`src/rtl/usbbot_pkg.sv`:
```
// Shared types and constants for the bulk-only mass-storage target.
// No dependencies; imported by every module of the block.
package usbbot_pkg;

   // Bytes per bulk IN packet
   localparam int PACKET_BYTES = 64;
   localparam logic [31:0] PKT_WORD = 32'(PACKET_BYTES);
   localparam logic [8:0]  PKT_OFF  = 9'(PACKET_BYTES);
   localparam logic [6:0]  PKT_LEN  = 7'(PACKET_BYTES);

   // Event codes
   localparam logic [1:0] FUNC_CMD = 2'd0;
   localparam logic [1:0] FUNC_IN  = 2'd1;
   localparam logic [1:0] FUNC_OUT = 2'd2;

   // SCSI opcodes
   localparam logic [7:0] OP_TEST_READY = 8'h00;
   localparam logic [7:0] OP_SENSE      = 8'h03;
   localparam logic [7:0] OP_INQUIRY    = 8'h12;
   localparam logic [7:0] OP_FMT_CAPS   = 8'h23;
   localparam logic [7:0] OP_CAPACITY   = 8'h25;
   localparam logic [7:0] OP_READ10     = 8'h28;
   localparam logic [7:0] OP_WRITE10    = 8'h2A;

   // Data source regions
   localparam logic [3:0] SRC_INQUIRY  = 4'd0;
   localparam logic [3:0] SRC_FMTCAP   = 4'd1;
   localparam logic [3:0] SRC_CAPACITY = 4'd2;
   localparam logic [3:0] SRC_SENSE    = 4'd3;
   localparam logic [3:0] SRC_BOOT     = 4'd4;
   localparam logic [3:0] SRC_FAT      = 4'd5;
   localparam logic [3:0] SRC_ZEROS    = 4'd6;
   localparam logic [3:0] SRC_ROOT     = 4'd7;
   localparam logic [3:0] SRC_FILE     = 4'd8;
   localparam logic [3:0] SRC_CSW      = 4'd9;
   localparam logic [3:0] SRC_PAD      = 4'd10;

   // Reply sizes
   localparam logic [31:0] INQUIRY_BYTES  = 32'd36;
   localparam logic [31:0] FMTCAP_BYTES   = 32'd12;
   localparam logic [31:0] CAPACITY_BYTES = 32'd8;
   localparam logic [31:0] SENSE_BYTES    = 32'd18;
   localparam logic [31:0] CSW_BYTES      = 32'd13;

   // Emulated disk layout (byte addresses)
   localparam logic [31:0] ADDR_BOOT     = 32'd0;
   localparam logic [31:0] ADDR_FAT0     = 32'd512;
   localparam logic [31:0] ADDR_ZERO0    = 32'd576;
   localparam logic [31:0] ADDR_FAT1     = 32'd16896;
   localparam logic [31:0] ADDR_ZERO1    = 32'd16960;
   localparam logic [31:0] ADDR_ROOT     = 32'd33280;
   localparam logic [31:0] ADDR_ZERO2    = 32'd33344;
   localparam logic [31:0] ADDR_FILE     = 32'd49664;
   localparam logic [31:0] ADDR_FILE_END = 32'd50175;

   typedef enum logic [1:0] {
      ST_COMMAND = 2'd0,
      ST_DATA    = 2'd1,
      ST_STATUS  = 2'd2
   } stage_type;

   typedef struct packed {
      logic [1:0]  func;
      logic [7:0]  opcode;
      logic [31:0] transfer_length;
      logic [31:0] lba;
      logic        direction_in;
      logic [31:0] tag;
      logic [6:0]  out_len;
   } req_type;

   typedef struct packed {
      logic [3:0]  source;
      logic [8:0]  source_offset;
      logic [6:0]  packet_length;
      logic [31:0] csw_tag;
      logic [31:0] csw_residue;
      logic        csw_status;
   } rsp_type;

   typedef struct packed {
      stage_type   stage;
      logic [31:0] send_remaining;
      logic [3:0]  current_source;
      logic [8:0]  current_offset;
      logic [31:0] byte_address;
      logic [31:0] write_remaining;
      logic [7:0]  latched_opcode;
      logic [31:0] latched_tag;
      logic [31:0] latched_residue;
      logic        latched_status;
   } state_type;

endpackage

```
`src/rtl/usb_bulk_only_scsi_target.sv`:
```
// Top level of the bulk-only mass-storage target: input, state and result registers.
// Depends on usbbot_pkg and usbbot_step.
//
// Usage:
//  - req channel carries one event per transaction: a decoded command block,
//    an IN-endpoint-ready notice or an OUT-packet-received notice.
//  - rsp channel carries the IN packet descriptor (region, offset, length and
//    status wrapper fields). An event yields zero or one descriptor.
//  - Both channels: transaction when valid is high and stall is low.
// Path: an event in the input register updates the state register and, if it
//  makes a packet, loads the result register that drives rsp, once the event advances.
// Throughput: one event per cycle unless stalled. The step logic is one pass of
//  compares and subtracts between the input, state and result registers.
// Stall: a pending result sits in the result register; the input register
//  still loads while the result register can take its successor, and req_stall
//  rises only when a held event waits on a stalled, full result register.
// Reset: stage returns to command, counters and latched wrapper fields clear,
//  the current region is the zeros region; no event or result is pending.
module usb_bulk_only_scsi_target
   import usbbot_pkg::*;
(
   input  logic    clock,
   input  logic    reset,
   input  logic    req_valid,
   output logic    req_stall,
   input  req_type req_data,
   output logic    rsp_valid,
   input  logic    rsp_stall,
   output rsp_type rsp_data
);

   logic      in_valid_ff, in_valid_in;
   req_type   in_data_ff, in_data_in;
   state_type state_ff, state_in;
   logic      rsp_valid_ff, rsp_valid_in;
   rsp_type   rsp_data_ff, rsp_data_in;

   state_type step_state;
   rsp_type   step_rsp;
   logic      step_produced;
   logic      advance;
   logic      in_load;

   usbbot_step u_step (
      .state_cur    (state_ff),
      .req          (in_data_ff),
      .state_nxt    (step_state),
      .rsp          (step_rsp),
      .rsp_produced (step_produced)
   );

   // held event moves on whenever the result register is free or draining
   assign advance = in_valid_ff & (~rsp_valid_ff | ~rsp_stall);
   assign in_load = ~in_valid_ff | advance;
   assign req_stall = ~in_load;

   always_comb begin
      in_valid_in = in_load ? req_valid : in_valid_ff;
      in_data_in = (in_load && req_valid) ? req_data : in_data_ff;
      state_in = advance ? step_state : state_ff;
      rsp_valid_in = advance ? step_produced : (rsp_valid_ff & rsp_stall);
      rsp_data_in = (advance && step_produced) ? step_rsp : rsp_data_ff;
   end

   always_ff @(posedge clock) begin
      if (reset) begin
         in_valid_ff <= 1'b0;
         rsp_valid_ff <= 1'b0;
         state_ff.stage <= ST_COMMAND;
         state_ff.send_remaining <= '0;
         state_ff.current_source <= SRC_ZEROS;
         state_ff.current_offset <= '0;
         state_ff.byte_address <= '0;
         state_ff.write_remaining <= '0;
         state_ff.latched_opcode <= '0;
         state_ff.latched_tag <= '0;
         state_ff.latched_residue <= '0;
         state_ff.latched_status <= 1'b0;
      end else begin
         in_valid_ff <= in_valid_in;
         rsp_valid_ff <= rsp_valid_in;
         state_ff <= state_in;
      end
   end

   // payload registers, no reset
   always_ff @(posedge clock) begin
      in_data_ff <= in_data_in;
      rsp_data_ff <= rsp_data_in;
   end

   assign rsp_valid = rsp_valid_ff;
   assign rsp_data = rsp_data_ff;

`ifndef NO_ASSERTIONS
   a_cmd_idle: assert property (@(posedge clock) disable iff (reset)
      state_ff.stage == ST_COMMAND |-> state_ff.send_remaining == '0)
      else $error("command stage with bytes still pending");

   a_stall_cause: assert property (@(posedge clock) disable iff (reset)
      req_stall |-> in_valid_ff && rsp_valid_ff && rsp_stall)
      else $error("input stalled without a blocked result");

   a_pkt_len: assert property (@(posedge clock) disable iff (reset)
      rsp_valid_ff |-> rsp_data_ff.packet_length <= PKT_LEN)
      else $error("packet longer than endpoint size");

   a_csw_fields: assert property (@(posedge clock) disable iff (reset)
      rsp_valid_ff && rsp_data_ff.source != SRC_CSW |->
         rsp_data_ff.csw_tag == '0 && rsp_data_ff.csw_residue == '0 &&
         rsp_data_ff.csw_status == 1'b0)
      else $error("wrapper fields set on a data packet");
`endif

endmodule

```
`src/rtl/usbbot_step.sv`:
```
// Transaction step logic: next state and optional IN packet descriptor for one event.
// Depends on usbbot_pkg.
module usbbot_step
   import usbbot_pkg::*;
(
   input  state_type state_cur,
   input  req_type   req,
   output state_type state_nxt,
   output rsp_type   rsp,
   output logic      rsp_produced
);

   typedef struct packed {
      logic      ok;
      rsp_type   rsp;
      state_type st;
   } send_type;

   function automatic state_type set_region(state_type s, logic [3:0] src);
      state_type r;
      r = s;
      r.current_source = src;
      r.current_offset = '0;
      return r;
   endfunction

   // Pick the region for the chunk at byte_address, then step the address
   function automatic state_type disk_map(state_type s);
      state_type   r;
      logic [31:0] a;
      r = s;
      a = s.byte_address;
      if (a == ADDR_BOOT)
         r = set_region(r, SRC_BOOT);
      else if (a == ADDR_FAT0 || a == ADDR_FAT1)
         r = set_region(r, SRC_FAT);
      else if (a == ADDR_ROOT)
         r = set_region(r, SRC_ROOT);
      else if (a == ADDR_FILE)
         r = set_region(r, SRC_FILE);
      else if ((a >= ADDR_ZERO0 && a < ADDR_FAT1) || (a >= ADDR_ZERO1 && a < ADDR_ROOT) ||
               (a >= ADDR_ZERO2 && a < ADDR_FILE) || (a > ADDR_FILE_END))
         r = set_region(r, SRC_ZEROS);
      r.byte_address = a + PKT_WORD;
      return r;
   endfunction

   function automatic state_type enter_status(state_type s);
      state_type r;
      r = set_region(s, SRC_CSW);
      r.stage = ST_STATUS;
      r.send_remaining = CSW_BYTES;
      return r;
   endfunction

   function automatic send_type send_pkt(state_type s);
      send_type  r;
      state_type t;
      t = s;
      r.ok = 1'b1;
      r.rsp = '0;
      if (t.send_remaining == '0) begin
         if (t.stage == ST_DATA)
            t = enter_status(t);
         else
            r.ok = 1'b0;
      end
      r.rsp.source = t.current_source;
      r.rsp.source_offset = t.current_offset;
      if (t.current_source == SRC_CSW) begin
         r.rsp.csw_tag = t.latched_tag;
         r.rsp.csw_residue = t.latched_residue;
         r.rsp.csw_status = t.latched_status;
      end
      if (t.send_remaining > PKT_WORD) begin
         r.rsp.packet_length = PKT_LEN;
         t.current_offset = t.current_offset + PKT_OFF;
         t.send_remaining = t.send_remaining - PKT_WORD;
         if (t.latched_opcode == OP_READ10 && t.stage == ST_DATA)
            t = disk_map(t);
      end else begin
         r.rsp.packet_length = t.send_remaining[6:0];
         t.send_remaining = '0;
         if (t.stage == ST_DATA)
            t = enter_status(t);
         else if (t.stage == ST_STATUS)
            t.stage = ST_COMMAND;
      end
      r.st = r.ok ? t : s;
      return r;
   endfunction

   function automatic state_type fixed_reply(state_type s, logic [3:0] src,
                                             logic [31:0] size, logic [31:0] tl);
      state_type r;
      r = set_region(s, src);
      r.latched_residue = (tl > size) ? tl - size : '0;
      r.latched_status = 1'b0;
      r.send_remaining = (tl > size) ? size : tl;
      return r;
   endfunction

   state_type   s;
   send_type    sr;
   logic        do_send;
   logic [31:0] olen;
   logic [31:0] wr_next;
   logic [31:0] pad_len;

   always_comb begin
      s = state_cur;
      do_send = 1'b0;
      olen = {25'd0, req.out_len};
      if (olen > PKT_WORD)
         olen = PKT_WORD;
      wr_next = state_cur.write_remaining - olen;
      pad_len = {31'd0, req.direction_in};
      unique case (req.func)
         FUNC_CMD: begin
            s.stage = ST_DATA;
            s.latched_opcode = req.opcode;
            s.latched_tag = req.tag;
            do_send = 1'b1;
            unique case (req.opcode)
               OP_INQUIRY:
                  s = fixed_reply(s, SRC_INQUIRY, INQUIRY_BYTES, req.transfer_length);
               OP_FMT_CAPS:
                  s = fixed_reply(s, SRC_FMTCAP, FMTCAP_BYTES, req.transfer_length);
               OP_CAPACITY:
                  s = fixed_reply(s, SRC_CAPACITY, CAPACITY_BYTES, req.transfer_length);
               OP_SENSE:
                  s = fixed_reply(s, SRC_SENSE, SENSE_BYTES, req.transfer_length);
               OP_READ10: begin
                  s.send_remaining = req.transfer_length;
                  s.byte_address = {req.lba[22:0], 9'd0};
                  s.latched_residue = '0;
                  s.latched_status = 1'b0;
                  s = disk_map(s);
               end
               OP_WRITE10: begin
                  s.write_remaining = req.transfer_length;
                  s.latched_residue = '0;
                  s.latched_status = 1'b0;
                  do_send = 1'b0;
               end
               OP_TEST_READY: begin
                  s.send_remaining = '0;
                  s.latched_residue = '0;
                  s.latched_status = 1'b0;
               end
               default: begin
                  // unsupported command: fail, one pad byte if host expects data
                  s.send_remaining = pad_len;
                  if (req.direction_in)
                     s = set_region(s, SRC_PAD);
                  s.latched_residue = (req.transfer_length > pad_len) ?
                                      req.transfer_length - pad_len : '0;
                  s.latched_status = 1'b1;
               end
            endcase
         end
         FUNC_IN:
            do_send = 1'b1;
         FUNC_OUT: begin
            s.write_remaining = wr_next;
            if (wr_next == '0) begin
               s.send_remaining = '0;
               do_send = 1'b1;
            end
         end
         default: ;
      endcase
      sr = send_pkt(s);
      if (do_send) begin
         state_nxt = sr.st;
         rsp = sr.rsp;
         rsp_produced = sr.ok;
      end else begin
         state_nxt = s;
         rsp = sr.rsp;
         rsp_produced = 1'b0;
      end
   end

endmodule
```
`config.mk`:
```
export PLATFORM = sky130hd
export DESIGN_NAME = usb_bulk_only_scsi_target
export DESIGN_NICKNAME = d
export VERILOG_FILES = /design/src/rtl/usbbot_pkg.sv /design/src/rtl/usb_bulk_only_scsi_target.sv /design/src/rtl/usbbot_step.sv
export SDC_FILE = /design/constraint.sdc
export NUM_CORES = 1
export LEC_CHECK = 0
export CORE_MARGIN = 2
export CORE_UTILIZATION = 30
export CTS_CLUSTER_DIAMETER = 120
export DETAILED_ROUTE_END_ITERATION = 8
export DONT_BUFFER_PORTS = 1
export PLACE_DENSITY = 0.41
export SETUP_SLACK_MARGIN = 0.2
export SLEW_MARGIN = 30
export SYNTH_ARGS = -nofsm -noshare
export SYNTH_HDL_FRONTEND = slang
export SYNTH_SLANG_ARGS = --single-unit
```
`constraint.sdc`:
```
create_clock -name clock -period 8.8 [get_ports clock]
set_input_delay 0.88 -clock clock [delete_from_list [all_inputs] [get_ports clock]]
set_output_delay 0.88 -clock clock [all_outputs]
set_load 0.05 [all_outputs]
```
==> Word level (Yosys, flattened, before mapping) <==
Index checks and enable logic that the tools add are counted.
{ "totals": {"reg_bits": 376, "out_inout_bits": 87} }
{ "classes": {"n_lt_le_gt_ge": 21, "mux": 49, "n_reduce_logical": 26, "n_addsub": 10, "n_bitwise": 8, "eq_ne": 21} }
{ "ops": {"columns": ["operator", "count"], "rows": [
  ["two-way mux 150 bit", 11],
  ["two-way mux 184 bit", 5],
  ["two-way mux 32 bit", 10],
  ["one-hot mux 45 bit (6 select lines)", 1],
  ["one-hot mux 32 bit (7 select lines)", 1],
  ["one-hot mux 33 bit (6 select lines)", 1],
  ["two-way mux 154 bit", 1],
  ["two-way mux 151 bit", 1],
  ["< comparator 32 x 16 -> 1 bit (second input constant)", 4],
  ["one-hot mux 32 bit (2 select lines)", 2],
  ["logical NOT 32 bit", 3],
  ["one-hot mux 32 bit (3 select lines)", 1],
  ["one-hot mux 40 bit (2 select lines)", 1],
  ["two-way mux 73 bit", 1],
  ["adder 32 x 7 -> 32 bit (second input constant)", 2],
  ["equality test 32 x 16 -> 1 bit (second input constant)", 2],
  [">= comparator 32 x 10 -> 1 bit (second input constant)", 2],
  [">= comparator 32 x 15 -> 1 bit (second input constant)", 2],
  [">= comparator 32 x 16 -> 1 bit (second input constant)", 2],
  ["> comparator 32 x 16 -> 1 bit (second input constant)", 2],
  ["> comparator 32 x 4 -> 1 bit (second input constant)", 2],
  ["< comparator 32 x 15 -> 1 bit (second input constant)", 2],
  ["subtractor 32 x 4 -> 32 bit (second input constant)", 2],
  ["equality test 23 x 7 -> 1 bit (second input constant)", 2],
  ["38 further kinds", 72]
]} }

==> Longest topological paths before layout <==
Gate-level depths: netlist (run 1).
{ "logic_depth": {"ltp_word": 28, "mapped_depth": 24} }

==> Cells and area by module <==
Synthesis (run 1) repeated with hierarchy kept, for this count alone.
{ "unflattened": {"hier_cells": 2751, "area_unflattened_um2": 24130.6} }
{ "modules_own_cells": {"columns": ["mod", "n_inst", "area_each_um2", "seq_area_each_um2", "cells_per_inst"], "rows": [
  ["usb_bulk_only_scsi_target", 1, 14248.7, 9699.3, 1008],
  ["usbbot_step", 1, 9882.0, 0.0, 1743]
]} }

==> Worst setup path after synthesis (run 1) <==
Ideal clock, no wire load.
{ "synth_timing": {"kind": "input port to flip-flop", "start": "in rsp_stall", "end": "reg in_data_ff[0] in the netlist's numbering, enable pin", "path_stages": 2, "t_arrival_ns": 5.910, "setup_time_ns": 0.580, "path_slack_ns": 2.310, "cell_sequence": "and3_1 > nor2b_1"} }
{ "synth_via": {"elab_chain_len": 5} }
{ "synth_rtl": {"columns": ["element", "line_no", "rtl"], "rows": [
  ["from (decl)", "usb_bulk_only_scsi_target.sv:28", "input logic rsp_stall,"],
  ["NOT 1 bit", "usb_bulk_only_scsi_target.sv:53", "assign advance = in_valid_ff & (~rsp_valid_ff | ~rsp_stall);"],
  ["bitwise OR 1 bit", "usb_bulk_only_scsi_target.sv:53", null],
  ["bitwise AND 1 bit", "usb_bulk_only_scsi_target.sv:53", null],
  ["bitwise OR 1 bit", "usb_bulk_only_scsi_target.sv:54", "assign in_load = ~in_valid_ff | advance;"],
  ["logical AND 1 bit", "usb_bulk_only_scsi_target.sv:59", "in_data_in = (in_load && req_valid) ? req_data : in_data_ff;"],
  ["to (signal assigned)", "usb_bulk_only_scsi_target.sv:88", "in_data_ff <= in_data_in;"],
  ["to (decl)", "usb_bulk_only_scsi_target.sv:33", "req_type in_data_ff, in_data_in;"]
]} }
Every way passes these cells.
A chain may end at the register's enable or synchronous reset.

==> results of run 1 <==
power groups by stage:
stage	combinational (mW)	sequential, mW	clock [mW]
2_1_floorplan	0.415	2.04	0
3_3_place_gp	0.560	2.07	0
3_5_place_dp	0.565	2.07	0
4_1_cts	0.567	2.04	2.05
5_1_grt	0.628	2.05	2.11
6_report	0.574	2.04	1.99
cell families (layout without fill, tap and decap cells):
kind of cell / Yosys count / count (layout) / synth area share (%)
muxes: 14 / 14 / 0.6737
AOI/OAI and AO/OA: 789 / 789 / 23.76
xor gates and xnor gates: 31 / 31 / 1.260
DFF: 376 / 376 / 43.77
adders and majority gates: 27 / 27 / 1.603
and+or+nand+nor: 1100 / 1100 / 24.85
buffers and inverters: 218 / 181 / 4.083
state kept, by name, summed over array words and instances, names as in the netlist:
signal,count
rsp_data,85
in_data_ff,105
rsp_valid,1
state_ff,184
in_valid_ff,1
per-layer routing:
metal	vias to the layer above	part of all wire (%)	GRT usage (%)
li1	9385	-	-
met1	9854	45	30.50
met2	835	46	35.15
met3	145	6.5	2.945
met4	0	2.8	6.478
met5	-	0	0
synthesized netlist by cell type, types with 20 or more instances:
cell      count
nand3_1      78
a22oi_1      35
clkbuf_1    155
nor2_1      272
o21ai_0     171
inv_1        32
nand4_1      27
buf_2        22
nor4_1       54
ha_1         26
a211oi_1     43
and2_1       34
dfxtp_1     186
nor2b_1      24
o22ai_1      23
nor3_1       79
a21oi_1     236
a31oi_1      47
edfxtp_1    190
nand2_1     370
o211ai_1     20
xnor2_1      22
critical path, delay by kind of cell, from the launching register on:
kind | cells | cell delay [ns]
AO/OA/AOI/OAI | 3 | 1.06
adder cells (fa/ha/maj) | 1 | 0.38
buffers and inverters | 2 | 0.87
flip-flops | 1 | 0.74
AND/OR/NAND/NOR | 11 | 3.46
cell type report:
class	instances	area, sq um	share of cell area (%)
repair buffers	60	494.2	2.045
multi-input cells	1961	11350	46.97
clock inverters	21	269.0	1.113
inverters	33	126.4	0.5228
clock buffers	67	1311	5.424
well taps	950	1189	4.917
flip-flops and latches	376	9429	39.01
worst min-delay path by stage:
stage	from	end	slack (ns)
floorplan	state_ff[108]$_SDFFE_PP0P_	state_ff[108]$_SDFFE_PP0P_	0.42
detailed placement	state_ff[108]$_SDFFE_PP0P_	state_ff[108]$_SDFFE_PP0P_	0.44
finish	req_data[95]	in_data_ff[95]$_DFFE_PP_	0.36
CTS	req_data[95]	in_data_ff[95]$_DFFE_PP_	0.33
global route	req_data[37]	in_data_ff[37]$_DFFE_PP_	0.34
global placement	state_ff[108]$_SDFFE_PP0P_	state_ff[108]$_SDFFE_PP0P_	0.43
through the flow:
stage / power [mW] / cells
finish: 4.598 / 3468
global route: 4.786 / 3468
CTS: 4.654 / 3468
detailed placement: 2.639 / 3380
global placement: 2.634 / 3378
floorplan: 2.454 / 2555
==> out/qor.txt, run 1 <==
setup ws final = 2.080 ns
Synth Area per Inst = 8.432 sq um
setup violators final = 0
placed cell area = 22570 sq um
clock transition at the registers of the reported paths = 0.07 ns
flop-to-flop setup slack = 2.08 ns
hpwl dp = 55.73 mm
post-CTS setup buffers = 0
Reg-to-Reg Start = in_data_ff[75]$_DFFE_PP_
Post-synth top flop = edfxtp_1
Final Wtd Congestion = 0.9294
status = finished clean
Global Route Usage Sum = 21.85%
RSZ-0062 raised after global routing = false
number of enable flip-flop cells after synthesis = 190
Final Max Slew Viols = 0
commonest non-fill, non-tap cell in the layout = nand2_1
Chip Height = 272.0 um
via/cell ratio = 5.830
f_max = 148.8 MHz
DRT Pass-1 Iters = 6
Initial Util = 30.24%
layout cells sized above 1 = 8.697%
Seq/Total Area, Yosys = 43.77%
Slew headroom = 33.68%
WP data arrival = 7.17 ns
Die ar. = 73970 sq um
Die X = 272.0 um
Sw Pwr = 1.331 mW
crit path to = rsp_data[18]$_SDFFCE_PP0P_
Crit Path Category = flip-flop to flip-flop
CP startpoint = in_data_ff[75]$_DFFE_PP_
Setup Skew = 0.02633 ns
initial antenna violation count = 3
area delta synth->final = 12.21%
Synth Warn # = 0
Cell variety after synth = 107
Switching Share = 28.96%
final instance area = 24170 sq um
final core occ = 33.93%
commonest non-fill, non-tap cells in the layout = nand2_1 (369), nor2_1 (270), a21oi_1 (236)
HP Class = input pin to flip-flop
Overflow after GRT = 0
ys async rst share = 0%
Post-CTS Resized = 0
Final Critical Period = 6.720 ns
clock share of power = 43.2%
CP max FO = 35
part of the power in registers = 44.3%
CTS tree = yes
Inserted Clock Buffers = 47
CP max stage delay = 0.74 ns
internal power = 3.266 mW
Hold Buf Count CTS = 0
largest net degree at the start of global routing = 147
Syn Inst Count = 2555
I/O pin count = 205
Port Buffers = 0
Final Hold Fails = 0
Synth area leader = edfxtp_1
crit path capture type = flip-flop
#FFs+latches synth = 376
# fillers = 7411
pwr dens = 190.2 nW/um^2
Worst Hold Depth = 0
core area = 71240 sq um
FP Rows = 98
drt initial violations = 2080
maximum VDD drop = 0.1310 mV
combinational share of power = 12.5%
setup_tns = 0 ns
FF-to-FF End = rsp_data[18]$_SDFFCE_PP0P_
crit-path cells = inv_1 > ha_1 > nor2b_1 > o2111ai_1 > nor3_1 > o21ai_0 > nand4_1 > nand2_1 > o21ai_0 > nor2_1 > nand3_1 > nor3_2 > nand2_1 > nand2b_1 > nand4bb_4 > buf_4 > nor2_1
CTS root buffer = clkbuf_16
final hold slack = 0.3627 ns
antenna cell count = 0
drt drc = 0
Synth Net Count = 2700
mapped cell area = 21540 sq um
Synth area leaders = edfxtp_1 (26%), dfxtp_1 (17%), nand2_1 (6.4%)
Max Root-Sink Buffers = 3
cell with the largest stage delay on the worst path = edfxtp_1
wire per inst = 24.00 um
worst slack at placement = 2.206 ns
Sink Count = 376
cell depth of the worst flop-to-flop path = 17
top-area cell type share of the netlist area = 26.48%
first-pass GRT wire length = 125.1 mm
CP required = 9.25 ns
max_cap viols = 0
final wirelength = 83.22 mm
NumNets Final = 2624
fin crit share = 76.36%
Slew @ Worst Pin = 0.9858 ns
Clk Latency, worst-skew pair = 0.61 ns
vias in the first global route = 19119
crit start category = flip-flop
vias = 20219
Final ANT Viol Nets = 0
H-tree levels = 2
Lkg Pwr = 7.784 nW
Power figures use the tool's default switching activity.
==> run 2: changes to the inputs <==
==> constraint.sdc (replaced) <==
create_clock -name clock -period 6.5 [get_ports clock]
set_input_delay 0.65 -clock clock [delete_from_list [all_inputs] [get_ports clock]]
set_output_delay 0.65 -clock clock [all_outputs]
set_load 0.05 [all_outputs]
==> out/qor.txt, run 2 (same netlist as run 1, synthesis figures left out) <==
status = finished clean
largest net degree at the start of global routing = 147 (unchanged)
first-pass GRT wire length = 126.4 mm (+1.1%)
Sw Pwr = 1.822 mW (+37%)
clock share of power = 42.4% (-0.8 points)
vias in the first global route = 19396 (+1.4%)
DRT Pass-1 Iters = 5 (-1)
Initial Util = 30.24% (unchanged)
I/O pin count = 205 (unchanged)
setup_tns = 0 ns (unchanged)
Reg-to-Reg Start = in_data_ff[6]$_DFFE_PP_
CTS root buffer = clkbuf_16
internal power = 4.360 mW (+33%)
commonest non-fill, non-tap cells in the layout = nand2_1 (369), nor2_1 (270), a21oi_1 (234)
layout cells sized above 1 = 10.05% (+1.4 points)
Hold Buf Count CTS = 0 (unchanged)
placed cell area = 22890 sq um (+1.4%)
crit start category = flip-flop
cell with the largest stage delay on the worst path = or4_1
CP required = 6.98 ns (-2.27 ns)
flop-to-flop setup slack = 0.60 ns (-1.48 ns)
HP Class = input pin to flip-flop
Final Critical Period = 5.899 ns (-0.8209 ns)
CTS tree = yes
Final ANT Viol Nets = 0 (unchanged)
Final Hold Fails = 0 (unchanged)
Hold Startpoint = req_data[28]
Max Root-Sink Buffers = 3 (unchanged)
clock transition at the registers of the reported paths = 0.07 ns (about the same)
Slew @ Worst Pin = 0.9399 ns (-0.04589 ns)
maximum VDD drop = 0.2001 mV (+53%)
Chip Height = 272.0 um (unchanged)
commonest non-fill, non-tap cell in the layout = nand2_1
pwr dens = 252.6 nW/um^2 (+33%)
wire per inst = 24.00 um (about the same)
area delta synth->final = 13.64%
fin crit share = 90.75% (+14 points)
part of the power in registers = 44.7% (+0.4 points)
FP Rows = 98 (unchanged)
Largest register FFs = 184 (unchanged)
CP max FO = 9 (-74%)
via/cell ratio = 5.782 (-0.82%)
H-tree levels = 2 (unchanged)
antenna cell count = 0 (unchanged)
core area = 71240 sq um (unchanged)
Clk Latency, worst-skew pair = 0.62 ns (about the same)
Reg with most FFs = state_ff
Port Buffers = 0 (unchanged)
crit path capture type = flip-flop
Switching Share = 29.48% (+0.52 points)
Die X = 272.0 um (unchanged)
Overflow after GRT = 0 (unchanged)
Sink Count = 376 (unchanged)
vias = 20278 (+0.29%)
CP max stage delay = 0.52 ns (-0.22 ns)
final instance area = 24480 sq um (+1.3%)
Global Route Usage Sum = 22.18% (+0.33 points)
Setup Skew = 0.03153 ns (+0.005201 ns)
crit-path cells = inv_1 > nand2_1 > ha_1 > a21oi_2 > o21bai_1 > buf_4 > nor4_2 > xor2_1 > or4_1 > and4b_1 > a21oi_2 > a22oi_2 > ha_1 > o211a_1 > or3b_1 > nand2_1 > o21ai_2 > a21boi_2 > a311oi_1 > a2111oi_1
combinational share of power = 12.8% (+0.3 points)
setup violators final = 0 (unchanged)
CP startpoint = in_data_ff[6]$_DFFE_PP_
f_max = 169.5 MHz (+14%)
post-CTS setup buffers = 0 (unchanged)
drt initial violations = 2052 (-1.3%)
NumNets Final = 2662 (+1.4%)
Final Max Slew Viols = 0 (unchanged)
initial antenna violation count = 2 (-1)
max_cap viols = 0 (unchanged)
# fillers = 7328 (-1.1%)
Final Wtd Congestion = 0.9435 (+1.5%)
Inserted Clock Buffers = 48 (+2.1%)
Die ar. = 73970 sq um (unchanged)
Lkg Pwr = 7.966 nW (+2.3%)
RSZ-0062 raised after global routing = false
WP data arrival = 6.38 ns (-0.79 ns)
Slew headroom = 37.34% (+3.7 points)
final wirelength = 84.17 mm (+1.1%)
hpwl dp = 57.82 mm (+3.7%)
Crit Path Category = flip-flop to flip-flop
drt drc = 0 (unchanged)
## run 2: timing repair
action	4_1_cts	5_1_grt
resized for setup	0	5
endpoints found under the hold margin	0	0
endpoints found under the setup margin	0	52
## run 2: final cells by class
type	instances	area (sq um)	share of cell area, %
Clock buffer	68	1346	5.499
Clock inverter	22	215.2	0.8791
Inverter	33	126.4	0.5162
Multi-Input combinational cell	1961	11360	46.41
Sequential cell	376	9429	38.52
Tap cell	950	1189	4.855
Timing Repair Buffer	97	813.3	3.322
## run 2: stage by stage
| stage | hold WS, ns | instances | utilization, % | total power [mW] | setup WS [ns] |
|---|---|---|---|---|---|
| 2_1_floorplan | 0.4205 | 2555 | - | 3.323 | 0.2402 |
| 3_3_place_gp | 0.4347 | 3414 | 32.01 | 3.587 | 0.5374 |
| 3_5_place_dp | 0.4379 | 3417 | 32.13 | 3.597 | 0.4455 |
| 4_1_cts | 0.07213 | 3507 | 34.33 | 6.261 | 0.3826 |
| 5_1_grt | 0.07715 | 3507 | 34.36 | 6.454 | 0.2169 |
| 6_report | 0.1164 | 3507 | 34.36 | 6.183 | 0.6011 |
## run 2: worst paths after layout
kind | cells past startpoint | to
hold reg to reg | 1 | state_ff[107]$_SDFFE_PP0P_
hold / removal | 0 | in_data_ff[28]$_DFFE_PP_
setup reg to reg | 20 | state_ff[129]$_SDFFE_PP0P_
setup / recovery | 20 | state_ff[129]$_SDFFE_PP0P_
## run 2: power by group through the flow
| stage | sequential (mW) | combinational [mW] | clock, mW |
|---|---|---|---|
| global placement | 2.81 | 0.775 | 0 |
| global route | 2.78 | 0.872 | 2.81 |
| detailed placement | 2.81 | 0.784 | 0 |
| CTS | 2.76 | 0.787 | 2.71 |
| floorplan | 2.76 | 0.562 | 0 |
| finish | 2.77 | 0.793 | 2.62 |
## run 2: metal layers
| layer | global-route usage, % | wire length [um] | part of all wire [%] |
|---|---|---|---|
| met2 | 35.92 | 38820 | 46 |
| met3 | 3.465 | 5389 | 6.4 |
| met1 | 30.32 | 37380 | 44 |
| met5 | 0 | 11 | 0.013 |
| met4 | 6.926 | 2562 | 3.0 |
## run 2: worst max-delay path, delay by kind of cell (launching register included)
kind            cells  cell delay [ns]
compound gates      9             2.15
simple gates        6             2.03
fa+ha+maj           2             0.69
flops               1             0.39
buf+inv             2             0.37
xor+xnor            1             0.12
==> run 3: changes to the inputs <==
--- a/config.mk
+++ b/config.mk
@@ -5,12 +5,14 @@
 export SDC_FILE = /design/constraint.sdc
 export NUM_CORES = 1
 export LEC_CHECK = 0
+export CELL_PAD_IN_SITES_DETAIL_PLACEMENT = 1
+export CELL_PAD_IN_SITES_GLOBAL_PLACEMENT = 2
 export CORE_MARGIN = 2
 export CORE_UTILIZATION = 30
 export CTS_CLUSTER_DIAMETER = 120
 export DETAILED_ROUTE_END_ITERATION = 8
 export DONT_BUFFER_PORTS = 1
-export PLACE_DENSITY = 0.41
+export PLACE_DENSITY = 0.61
 export SETUP_SLACK_MARGIN = 0.2
 export SLEW_MARGIN = 30
 export SYNTH_ARGS = -nofsm -noshare
==> out/qor.txt, run 3 (same netlist as run 1, synthesis figures left out) <==
CP max FO = 50 (+41)
CP required = 6.93 ns (-0.05 ns)
cell total after placement = 3417 (unchanged)
final core occ = 34.44% (+0.075 points)
Clk Latency, worst-skew pair = 0.61 ns (about the same)
HP Class = input pin to flip-flop
post-layout power = 6.286 mW (+1.7%)
Die X = 272.0 um (unchanged)
Final Max Slew Viols = 0 (unchanged)
crit-path cells = nor4_1 > nand3_1 > nor4_1 > o21ba_2 > nor3_1 > a221oi_1 > nor3b_1 > o21ai_1 > nor4_2 > and2_4 > and2_1 > nor2_1 > nand4bb_4 > buf_12 > buf_4 > a21oi_1
Inserted Clock Buffers = 45 (-6.3%)
drt drc = 0 (unchanged)
Slew headroom = 28.74% (-8.6 points)
Overflow after GRT = 0 (unchanged)
largest net degree at the start of global routing = 147 (unchanged)
commonest non-fill, non-tap cell in the layout = nand2_1
clock transition at the registers of the reported paths = 0.06 ns (about the same)
core area = 71240 sq um (unchanged)
maximum VDD drop = 0.2095 mV (+4.7%)
Lkg Pwr = 7.974 nW (+0.11%)
max_cap viols = 0 (unchanged)
setup violators final = 0 (unchanged)
Final Hold Fails = 0 (unchanged)
placed cell area = 22880 sq um (about the same)
CP max stage delay = 1.01 ns (+0.49 ns)
final instance area = 24530 sq um (+0.22%)
hpwl dp = 63.38 mm (+9.6%)
layout cells sized above 1 = 10.38% (+0.33 points)
Initial Util = 30.24% (unchanged)
wire per inst = 25.94 um (+8.1%)
final wirelength = 90.88 mm (+8.0%)
Global Route Usage Sum = 23.79% (+1.6 points)
Port Buffers = 0 (unchanged)
first-pass GRT wire length = 135.8 mm (+7.4%)
Max Root-Sink Buffers = 3 (unchanged)
Reg with most FFs = state_ff
H-tree levels = 2 (unchanged)
NumNets Final = 2661 (-0.038%)
final hold slack = 0.1304 ns (+0.01399 ns)
status = finished clean
most used cell, CP = nor4_1
pwr dens = 256.2 nW/um^2 (+1.4%)
Hold Buf Count CTS = 0 (unchanged)
setup_tns = 0 ns (unchanged)
Slew @ Worst Pin = 1.059 ns (+0.1193 ns)
via/cell ratio = 5.868 (+1.5%)
setup ws final = 0.4932 ns (-0.1079 ns)
worst slack at placement = 0.3889 ns (-0.05661 ns)
Final Wtd Congestion = 0.9015 (-4.5%)
Largest register FFs = 184 (unchanged)
Crit Path Category = flip-flop to flip-flop
vias = 20562 (+1.4%)
Sink Count = 376 (unchanged)
vias in the first global route = 20729 (+6.9%)
crit start category = flip-flop
crit path capture type = flip-flop
Die ar. = 73970 sq um (unchanged)
commonest non-fill, non-tap cells in the layout = nand2_1 (368), nor2_1 (268), a21oi_1 (233)
f_max = 166.5 MHz (-1.8%)
Final Critical Period = 6.007 ns (+0.1079 ns)
Setup Skew = 0.03194 ns (+0.0004114 ns)
initial antenna violation count = 3 (+1)
I/O pin count = 205 (unchanged)
area delta synth->final = 13.89%
RSZ-0062 raised after global routing = false
CTS tree = yes
drt initial violations = 1538 (-25%)
DRT Pass-1 Iters = 5 (unchanged)
WP data arrival = 6.43 ns (+0.05 ns)
final cell count without fillers = 3504 (-0.086%)
CTS root buffer = clkbuf_16
FP Rows = 98 (unchanged)
fin crit share = 92.41% (+1.7 points)
cell with the largest stage delay on the worst path = nor4_1
Final ANT Viol Nets = 0 (unchanged)
Chip Height = 272.0 um (unchanged)
-- run 3: cell count changes in the layout (fill, tap and decap cells not counted), sizes merged --
| cell | delta |
|---|---|
| clkinv | -2 |
| inv | +4 |
| clkinvlp | +3 |
| o21a | +1 |
| diode | +1 |
| buf | +1 |
| clkbuf | -16 |
| bufinv | +5 |
-- run 3: final cells by class --
type	instances	area [sq um]
Antenna cell	1	2.502
Clock buffer	52	1182
Clock inverter	32	385.4
Fill cell	8283	46710
Inverter	33	126.4
Multi-Input combinational cell	1962	11390
Sequential cell	376	9429
Tap cell	950	1189
Timing Repair Buffer	98	825.8
-- run 3: what timing repair did --
action | 4_1_cts | 5_1_grt
endpoints found under the setup margin | 0 | 101
setup buffers | 0 | 1
resized for setup | 0 | 13
-- run 3: metal layers --
layer / share of wire, % / GRT usage, % / vias up
li1: - / - / 9439
met1: 45 / 31.77 / 10430
met2: 47 / 39.76 / 547
met3: 5.0 / 3.491 / 146
met4: 2.9 / 7.157 / 0
met5: 0 / 0 / -
-- run 3: final timing paths --
kind / cells past startpoint / end / slack, ns / startpoint
max: 16 / rsp_data[37]$_SDFFCE_PP0P_ / 0.49 / in_data_ff[87]$_DFFE_PP_
min: 1 / state_ff[115]$_SDFFE_PP0P_ / 0.13 / reset
max reg2reg: 16 / rsp_data[37]$_SDFFCE_PP0P_ / 0.49 / in_data_ff[87]$_DFFE_PP_
min reg2reg: 2 / state_ff[70]$_SDFFE_PP0P_ / 0.45 / state_ff[70]$_SDFFE_PP0P_
-- run 3: power by group --
| part | switching [mW] | leakage [nW] | total (mW) | internal (mW) |
|---|---|---|---|---|
| Clock | 1.13 | 0.755 | 2.69 | 1.57 |
| Sequential | 0.174 | 3.28 | 2.77 | 2.59 |
| Combinational | 0.556 | 3.94 | 0.826 | 0.270 |
| Total | 1.86 | 7.97 | 6.29 | 4.43 |
-- run 3: critical path: cells and delay by family (launching register included) --
| kind | cells | cell delay, ns |
|---|---|---|
| buf+inv | 2 | 0.44 |
| flops | 1 | 0.72 |
| compound gates | 4 | 1.01 |
| simple gates | 10 | 3.57 |
